==> src/design/assert_macros.svh <==
// Assertion macros shared by the block table search design.
// Depends on i_clk and i_rst_n being visible in the module that uses them.
`ifndef ASSERT_MACROS_SVH
`define ASSERT_MACROS_SVH

// The consequent must hold in the same cycle as the antecedent.
`define ASSERT_SAME(label, ante, cons, msg) \
    label: assert property (@(posedge i_clk) disable iff (!i_rst_n) (ante) |-> (cons)) \
        else $error(msg);

// The consequent must hold in the cycle after the antecedent.
`define ASSERT_NEXT(label, ante, cons, msg) \
    label: assert property (@(posedge i_clk) disable iff (!i_rst_n) (ante) |=> (cons)) \
        else $error(msg);

`endif

==> src/design/btns_pkg.sv <==
// Package for the block table nearest-sum search: payload types, codes and
// the command and status structs between controller and datapath. No dependencies.
package btns_pkg;

    typedef enum logic [1:0] {
        CMD_APPEND = 2'd0,
        CMD_REMOVE = 2'd1,
        CMD_FIND   = 2'd2
    } t_command;

    typedef enum logic [1:0] {
        ST_OK      = 2'd0,
        ST_RANGE   = 2'd1,
        ST_STATE   = 2'd2,
        ST_NOMATCH = 2'd3
    } t_status;

    localparam int MATCH_W = 4;

    typedef struct packed {
        t_command           command;
        logic [7:0]         slot_index;
        logic signed [7:0]  data_byte;
    } t_in_item;

    typedef struct packed {
        t_status              status;
        logic [MATCH_W-1:0]   match_index;
    } t_out_item;

    typedef enum logic [1:0] {
        FSM_IDLE,
        FSM_DECODE,
        FSM_SCAN,
        FSM_DRAIN
    } t_fsm_state;

    // Commands from the controller to the datapath.
    typedef struct packed {
        logic latch;
        logic exec;
        logic scan_clr;
        logic scan_step;
        logic find_done;
    } t_dp_ctl;

    // Status from the datapath to the controller.
    typedef struct packed {
        logic need_scan;
        logic ptr_last;
        logic pipe_empty;
    } t_dp_sts;

endpackage

==> src/design/btns_ctrl.sv <==
// Controller state machine for the block table nearest-sum search.
// Depends on btns_pkg; drives the datapath through t_dp_ctl.
module btns_ctrl (
    input  logic             i_clk,
    input  logic             i_rst_n,
    input  logic             i_start,
    input  btns_pkg::t_dp_sts i_sts,
    output btns_pkg::t_dp_ctl o_ctl,
    output logic             o_busy
);
    import btns_pkg::*;

    t_fsm_state r_state;
    t_fsm_state n_state;

    always_ff @(posedge i_clk) begin
        if (!i_rst_n) begin
            r_state <= FSM_IDLE;
        end else begin
            r_state <= n_state;
        end
    end

    always_comb begin
        n_state = r_state;
        o_ctl   = '0;
        o_busy  = 1'b1;
        case (r_state)
            FSM_IDLE: begin
                o_busy = 1'b0;
                if (i_start) begin
                    o_ctl.latch = 1'b1;
                    n_state     = FSM_DECODE;
                end
            end
            FSM_DECODE: begin
                if (i_sts.need_scan) begin
                    o_ctl.scan_clr = 1'b1;
                    n_state        = FSM_SCAN;
                end else begin
                    o_ctl.exec = 1'b1;
                    n_state    = FSM_IDLE;
                end
            end
            FSM_SCAN: begin
                o_ctl.scan_step = 1'b1;
                if (i_sts.ptr_last) begin
                    n_state = FSM_DRAIN;
                end
            end
            FSM_DRAIN: begin
                if (i_sts.pipe_empty) begin
                    o_ctl.find_done = 1'b1;
                    n_state         = FSM_IDLE;
                end
            end
            default: begin
                n_state = FSM_IDLE;
            end
        endcase
    end

endmodule

==> src/design/btns_dp.sv <==
// Datapath for the block table nearest-sum search: slot sum memory, flags,
// stream accumulator, scan pipeline and result register. Depends on btns_pkg.
`include "assert_macros.svh"

module btns_dp #(
    parameter int SLOT_COUNT  = 16,
    parameter int BLOCK_BYTES = 64
) (
    input  logic               i_clk,
    input  logic               i_rst_n,
    input  btns_pkg::t_in_item i_item,
    input  btns_pkg::t_dp_ctl  i_ctl,
    output btns_pkg::t_dp_sts  o_sts,
    output logic               o_done,
    output btns_pkg::t_out_item o_result
);
    import btns_pkg::*;

    localparam int IDX_W = $clog2(SLOT_COUNT);
    localparam int SUM_W = $clog2(BLOCK_BYTES * 128) + 1;
    localparam int CNT_W = $clog2(BLOCK_BYTES + 1);
    localparam int DIF_W = SUM_W + 1;

    // Latched command.
    t_command           r_cmd;
    logic [IDX_W-1:0]   r_idx;
    logic               r_range_ok;
    logic signed [7:0]  r_byte;

    // Stream and slot state.
    logic signed [SUM_W-1:0] r_pend;
    logic [CNT_W-1:0]        r_fill;
    logic [SLOT_COUNT-1:0]   r_alloc;
    logic signed [SUM_W-1:0] r_mem [SLOT_COUNT];
    logic signed [SUM_W-1:0] r_rd_a;
    logic signed [SUM_W-1:0] r_rd_b;

    // Scan pipeline.
    logic [IDX_W-1:0] r_ptr;
    logic             r_s1_vld;
    logic [IDX_W-1:0] r_s1_idx;
    logic             r_s2_vld;
    logic [IDX_W-1:0] r_s2_idx;
    logic [DIF_W-1:0] r_s2_diff;
    logic             r_found;
    logic [DIF_W-1:0] r_best;
    logic [IDX_W-1:0] r_best_idx;

    logic      r_done;
    t_out_item r_res;

    logic                    alloc_sel;
    logic                    app_go;
    logic                    rem_go;
    t_status                 exec_st;
    logic signed [SUM_W-1:0] pend_add;
    logic [CNT_W-1:0]        fill_inc;
    logic                    fill_last;
    logic                    mem_we;
    logic signed [DIF_W-1:0] diff_s;
    logic [DIF_W-1:0]        diff_u;
    logic                    better;
    logic [IDX_W+MATCH_W-1:0] best_ext;

    assign alloc_sel = r_alloc[r_idx];
    assign pend_add  = r_pend + SUM_W'(r_byte);
    assign fill_inc  = r_fill + CNT_W'(1);
    assign fill_last = (fill_inc == CNT_W'(BLOCK_BYTES));
    assign mem_we    = i_ctl.exec && app_go && fill_last;

    always_comb begin
        exec_st = ST_OK;
        app_go  = 1'b0;
        rem_go  = 1'b0;
        case (r_cmd)
            CMD_APPEND: begin
                if (!r_range_ok) begin
                    exec_st = ST_RANGE;
                end else if (alloc_sel) begin
                    exec_st = ST_STATE;
                end else begin
                    app_go = 1'b1;
                end
            end
            CMD_REMOVE: begin
                if (!r_range_ok) begin
                    exec_st = ST_RANGE;
                end else if (!alloc_sel) begin
                    exec_st = ST_STATE;
                end else begin
                    rem_go = 1'b1;
                end
            end
            CMD_FIND: begin
                if (!r_range_ok) begin
                    exec_st = ST_RANGE;
                end else if (!alloc_sel) begin
                    exec_st = ST_STATE;
                end
            end
            default: begin
                exec_st = ST_OK;
            end
        endcase
    end

    assign o_sts.need_scan  = (r_cmd == CMD_FIND) && r_range_ok && alloc_sel;
    assign o_sts.ptr_last   = (r_ptr == IDX_W'(SLOT_COUNT - 1));
    assign o_sts.pipe_empty = !r_s1_vld && !r_s2_vld;

    always_ff @(posedge i_clk) begin
        if (i_ctl.latch) begin
            r_cmd      <= i_item.command;
            r_idx      <= i_item.slot_index[IDX_W-1:0];
            r_range_ok <= ({1'b0, i_item.slot_index} < 9'(SLOT_COUNT));
            r_byte     <= i_item.data_byte;
        end
    end

    always_ff @(posedge i_clk) begin
        if (!i_rst_n) begin
            r_pend  <= '0;
            r_fill  <= '0;
            r_alloc <= '0;
        end else if (i_ctl.exec) begin
            if (app_go) begin
                if (fill_last) begin
                    r_pend         <= '0;
                    r_fill         <= '0;
                    r_alloc[r_idx] <= 1'b1;
                end else begin
                    r_pend <= pend_add;
                    r_fill <= fill_inc;
                end
            end
            if (rem_go) begin
                r_alloc[r_idx] <= 1'b0;
            end
        end
    end

    // Port A follows the addressed slot, port B follows the scan pointer.
    always_ff @(posedge i_clk) begin
        if (mem_we) begin
            r_mem[r_idx] <= pend_add;
        end
        r_rd_a <= r_mem[r_idx];
        r_rd_b <= r_mem[r_ptr];
    end

    assign diff_s = DIF_W'(r_rd_a) - DIF_W'(r_rd_b);
    assign diff_u = diff_s[DIF_W-1] ? DIF_W'(-diff_s) : DIF_W'(diff_s);
    // Strict compare keeps the lower index on a tie, since slots arrive in order.
    assign better = r_s2_vld && (!r_found || (r_s2_diff < r_best));

    always_ff @(posedge i_clk) begin
        if (!i_rst_n) begin
            r_ptr    <= '0;
            r_s1_vld <= 1'b0;
            r_s2_vld <= 1'b0;
            r_found  <= 1'b0;
        end else begin
            if (i_ctl.scan_clr) begin
                r_ptr   <= '0;
                r_found <= 1'b0;
            end else if (i_ctl.scan_step) begin
                r_ptr <= r_ptr + IDX_W'(1);
            end
            r_s1_vld <= i_ctl.scan_step && r_alloc[r_ptr] && (r_ptr != r_idx);
            r_s2_vld <= r_s1_vld;
            if (better) begin
                r_found <= 1'b1;
            end
        end
    end

    always_ff @(posedge i_clk) begin
        r_s1_idx  <= r_ptr;
        r_s2_idx  <= r_s1_idx;
        r_s2_diff <= diff_u;
        if (better) begin
            r_best     <= r_s2_diff;
            r_best_idx <= r_s2_idx;
        end
    end

    assign best_ext = {{MATCH_W{1'b0}}, r_best_idx};

    always_ff @(posedge i_clk) begin
        if (!i_rst_n) begin
            r_done <= 1'b0;
        end else begin
            r_done <= i_ctl.exec || i_ctl.find_done;
        end
    end

    always_ff @(posedge i_clk) begin
        if (i_ctl.exec) begin
            r_res.status      <= exec_st;
            r_res.match_index <= '0;
        end else if (i_ctl.find_done) begin
            r_res.status      <= r_found ? ST_OK : ST_NOMATCH;
            r_res.match_index <= r_found ? best_ext[MATCH_W-1:0] : '0;
        end
    end

    assign o_done   = r_done;
    assign o_result = r_res;

    `ASSERT_SAME(a_scan_skips_self, r_s2_vld, r_s2_idx != r_idx,
        "scan compared the addressed slot with itself")
    `ASSERT_SAME(a_exec_not_scan, i_ctl.exec, !o_sts.need_scan,
        "a find that needs a scan was executed directly")
    `ASSERT_SAME(a_fill_in_block, 1'b1, r_fill < CNT_W'(BLOCK_BYTES),
        "stream byte count reached the block size")

endmodule

==> src/design/block_table_nearest_sum_search.sv <==
// Top level of the block table nearest-sum search.
// Depends on btns_pkg, btns_ctrl and btns_dp.
//
//   channel   handshake          payload
//   command   start / busy       i_item  (t_in_item)
//   result    o_done strobe      o_result (t_out_item)
//
// Append, remove, a rejected find and the unused code go from the decode state straight to
// the registered result, and the next transfer can come at the edge that takes the result.
// A find on an allocated slot runs a scan that reads one stored sum per cycle from the
// second memory port, then drains a two-stage difference and compare pipeline, which
// empties sooner when the last slots are free.
// Reset clears the slot flags and the stream; the sum memory needs no clearing.
// The result strobe lasts one cycle and cannot be stalled.
`include "assert_macros.svh"

module block_table_nearest_sum_search #(
    parameter int SLOT_COUNT  = 16,
    parameter int BLOCK_BYTES = 64
) (
    input  logic                i_clk,
    input  logic                i_rst_n,
    input  logic                start,
    input  btns_pkg::t_in_item  i_item,
    output logic                busy,
    output logic                o_done,
    output btns_pkg::t_out_item o_result
);
    import btns_pkg::*;

    t_dp_ctl ctl;
    t_dp_sts sts;

    btns_ctrl u_ctrl (
        .i_clk   (i_clk),
        .i_rst_n (i_rst_n),
        .i_start (start),
        .i_sts   (sts),
        .o_ctl   (ctl),
        .o_busy  (busy)
    );

    btns_dp #(
        .SLOT_COUNT  (SLOT_COUNT),
        .BLOCK_BYTES (BLOCK_BYTES)
    ) u_dp (
        .i_clk    (i_clk),
        .i_rst_n  (i_rst_n),
        .i_item   (i_item),
        .i_ctl    (ctl),
        .o_sts    (sts),
        .o_done   (o_done),
        .o_result (o_result)
    );

    `ASSERT_NEXT(a_accept_busy, start && !busy, busy,
        "block not busy after a command transfer")
    `ASSERT_NEXT(a_done_single, o_done, !o_done,
        "result strobe lasted more than one cycle")
    `ASSERT_SAME(a_match_zero, o_done && (o_result.status != ST_OK),
        o_result.match_index == '0, "match index not zero on a failing status")

endmodule
==> config.mk <==
export PLATFORM = sky130hd
export DESIGN_NAME = block_table_nearest_sum_search
export DESIGN_NICKNAME = d
export VERILOG_FILES = /design/src/design/btns_pkg.sv /design/src/design/btns_ctrl.sv /design/src/design/btns_dp.sv /design/src/design/block_table_nearest_sum_search.sv
export VERILOG_INCLUDE_DIRS = /design/src /design/src/design
export SDC_FILE = /design/constraint.sdc
export NUM_CORES = 1
export LEC_CHECK = 0
export BUFFER_PORTS_ARGS = -buffer_cell sky130_fd_sc_hd__buf_4
export CORE_ASPECT_RATIO = 1.25
export CORE_MARGIN = 2
export CORE_UTILIZATION = 50
export DETAILED_ROUTE_END_ITERATION = 10
export PLACE_DENSITY_LB_ADDON = 0.05
export SYNTH_ARGS = -nofsm -noshare
export SYNTH_HDL_FRONTEND = slang
export SYNTH_HIERARCHICAL = 1
export SYNTH_SLANG_ARGS = --single-unit
==> constraint.sdc <==
create_clock -name i_clk -period 5.7 [get_ports i_clk]
set_clock_uncertainty 0.05 [all_clocks]
set_input_delay 0.57 -clock i_clk [delete_from_list [all_inputs] [get_ports i_clk]]
set_output_delay 0.57 -clock i_clk [all_outputs]
set_load 0.05 [all_outputs]
==> flow_summary.ini <==
[layout]
area_growth_pct = 12.25
layout_common_cells = edfxtp_1 (260), mux4_2 (150), dfxtp_1 (100)
n_fill_cell = 2506
finalInstanceArea_um2 = 18630
final_nets = 1131
final-instance-count-excl-fill = 1507
multi_input_comb_area_um2 = 6470
antennaDiodeCount = 0
layout.cells.most_common = edfxtp_1
final_layout_size_suffix_gt1_frac = 0.2911
sequential_cell_area_um2 = 9854

[clock_tree]
cts_max_level = 2
root_buffer = clkbuf_16
cts.repair_timing.setup_buffer_count = 0
tritoncts_clock_tree = yes
clock-sinks = 362
clock_insertion_delay_worst_skew_ns = 0.53
clk_transition_reported_paths_ns = 0.06
postCtsResizedCells = 0
ctsLongestPathBuffers = 3
cts_hold_repair.buffers = 0
numCtsBuffers = 37

[routing]
drc = 0
avgRoutedWirePerCell_um = 26.37
antenna_violating_nets_post_route = 0
via_total_after_detailed_routing = 9272
via_per_inst = 6.153
detail_route.iter0.violations = 702
drt_pre_antenna_iters = 5
wl_um = 39740

[floorplanning]
die_y_um = 207.7
initial_core_utilization = 0.5077
io-pin-count = 29
design.die.area_um2 = 34670
die-width_um = 166.9
number_of_rows_in_the_core_area = 74
core-area_um2 = 32680

[run_status]
outcome = complete, no violations

[synthesis]
ys_dominant_reg_cell = edfxtp_1
synthesis.nets = 1102
synth-async-reset-ratio = 0
synth_enable_flop_cells = 260
synth.yosys.warnings = 6
seq_area_frac_synth = 0.5935
syn-mean-instance-area_um2 = 16.10
synthesis.area_um2 = 16590
synth_seq_cells = 362
yosysUniqueCellTypes = 67
synthesis.instances = 1031

[sta]
fin_tns_setup_ns = 0
worst_pin_slew_ns = 1.130
fin_hold_ws_ns = 0.1610
final_max_slew_viol_count = 0
slew-limit-headroom = 0.2460
final_cycle_utilization_of_the_critical_path = 0.8009
grt_setup_unrepaired = false
maximum_clock_frequency_ghz = 0.2191
period_minus_slack_ns = 4.565
hold_viol = 0
total_setup_violations_reported_at_the_end_of_the_flow = 0

[critical_path]
crit_path_start_kind = flip-flop
critical_path_peak_fanout = 22
worst_path_arrival_time_ns = 4.66
required_time_of_the_worst_setup_path_ns = 5.80
combined_buffer_and_inverter_count_along_the_critical_path = 0
end_kind = flip-flop
crit_path_max_incr_delay_ns = 0.77
critical_path_class = flip-flop to flip-flop
cells_traversed_along_the_worst_timing_path = mux4_2 > mux4_2 > and3_1 > nor3b_1 > nand2_1 > or3b_4 > nor2_4 > nand2_1 > nor2_2
cell_with_the_biggest_individual_delay_on_the_critical_path = nor2_2
cp_top_family = simple AND/OR/NAND/NOR gates

[global_route]
grt_antenna_before_repair = 0
grt_pass1_wl_um = 60190
grt_start_max_net_pins = 48
first_global_vias = 9619
grt_usage = 0.2340
globalRouteOverflowTotal = 0

[hold_path]
worstHoldPathType = primary input to flip-flop

[place]
post_dp_cell_area_um2 = 17340
port_buffer_count = 28
placedCellCount = 1439
post-dp-hpwl_um = 27680
gpl.final_weighted_congestion = 0.8359

[job]
max_cap_violations = 0

[power_and_ir_drop]
power.sequential.fraction = 0.494
netSwitchingPower_uw = 1331
power_frac_comb = 0.078
power.share.switching = 0.2245
power.density_cell_area_nw_per_um2 = 318.4
pwr-share-clk = 0.428
post-layout-total-power_uw = 5931
internal-power_uw = 4599
ir_worst_vdd_uv = 275.3
power.leakage_uw = 0.006316
==> final timing paths <==
kind	start	end	slack [ns]	cells after the start
min reg2reg	u_dp/r_s1_idx[2]	u_dp/r_s2_idx[2]	0.28	0
max	u_dp/r_idx[0]	u_dp/r_mem[1][0]	1.14	9
min	i_item[2]	u_dp/r_byte[2]	0.16	1
max reg2reg	u_dp/r_idx[0]	u_dp/r_mem[1][0]	1.14	9
==> metrics by stage <==
step,util,setup slack (ns)
after global routing,0.5699,0.9009
after global placement,0.5306,1.165
final,0.5699,1.135
after floorplan,-,1.582
after CTS,0.5699,1.054
after detailed placement,0.5306,1.058
==> state kept, by name, summed over array words and instances, names as in the netlist, named ones only <==
name and count:
u_dp/r_mem 224, u_dp/r_alloc 16, u_dp/r_best 15, u_dp/r_s2_diff 15, u_dp/r_pend 14, u_dp/r_rd_a 14, u_dp/r_rd_b 14, u_dp/r_byte 8
u_dp/r_fill 7, u_dp/o_result 6, u_dp/r_best_idx 4, u_dp/r_idx 4, u_dp/r_ptr 4, u_dp/r_s1_idx 4, u_dp/r_s2_idx 4, u_dp/r_cmd 2
u_ctrl/r_state 1, u_dp/o_done 1, u_dp/r_found 1, u_dp/r_range_ok 1, u_dp/r_s1_vld 1, u_dp/r_s2_vld 1
==> area by class of cell <==
cell class,count,share of cell area
multi-input cells,571,0.3473
clock inverters,22,0.01411
flip-flops and latches,362,0.5290
inverters,44,0.008866
clock buffers,46,0.05488
well taps,418,0.02808
repair buffers,44,0.01773
==> logic make-up after synthesis <==
kind of cell	synth area share
DFF	0.5935
xor gates and xnor gates	0.02164
and+or+nand+nor	0.06288
muxes	0.2079
adders and majority gates	0.03860
buffers and inverters	0.02285
AOI/OAI and AO/OA	0.05263
==> synth_stat cells, drive strengths merged (2+ instances only) <==
master | number | area, um2
a211oi | 4 | 30.03
a21boi | 2 | 15.01
a21o | 9 | 67.56
a21oi | 30 | 150.1
a22oi | 5 | 37.54
a31o | 2 | 17.52
a31oi | 2 | 12.51
a32o | 2 | 20.02
a41oi | 2 | 17.52
and2 | 3 | 18.77
and3 | 8 | 51.30
and4 | 2 | 17.52
buf | 20 | 86.34
clkbuf | 34 | 127.6
dfxtp | 102 | 2042
edfxtp | 260 | 7807
fa | 2 | 40.04
ha | 48 | 600.6
inv | 43 | 161.4
mux2i | 6 | 60.06
mux4 | 150 | 3378
nand2 | 43 | 166.4
nand2b | 13 | 81.33
nand3 | 25 | 137.6
nand3b | 3 | 22.52
nand4 | 6 | 37.54
nand4b | 2 | 17.52
nor2 | 58 | 237.7
nor2b | 13 | 81.33
nor3 | 5 | 25.02
nor3b | 2 | 20.02
nor4 | 2 | 12.51
o2111ai | 4 | 35.03
o211ai | 5 | 37.54
o21a | 5 | 37.54
o21ai | 21 | 105.1
o221a | 16 | 180.2
o31ai | 5 | 37.54
or2 | 7 | 43.80
or3 | 3 | 18.77
or4 | 2 | 15.01
xnor2 | 26 | 227.7
xor2 | 15 | 131.4
==> metal layers <==
metal	vias to the layer above	part of all wire	GRT usage
met2	268	0.53	0.4139
met4	0	0.029	0.07640
met5	-	0	0
li1	4166	-	-
met3	65	0.054	0.03432
met1	4773	0.39	0.2970
==> power groups by stage <==
stage	Clock [uW]	Combinational (uW)	Sequential, uW
floorplan	0	316	2980
global placement	0	467	2980
detailed placement	0	470	2990
CTS	2590	472	2930
global route	2690	513	2940
finish	2540	465	2930
Note: power is estimated with default switching activity, not from simulation.
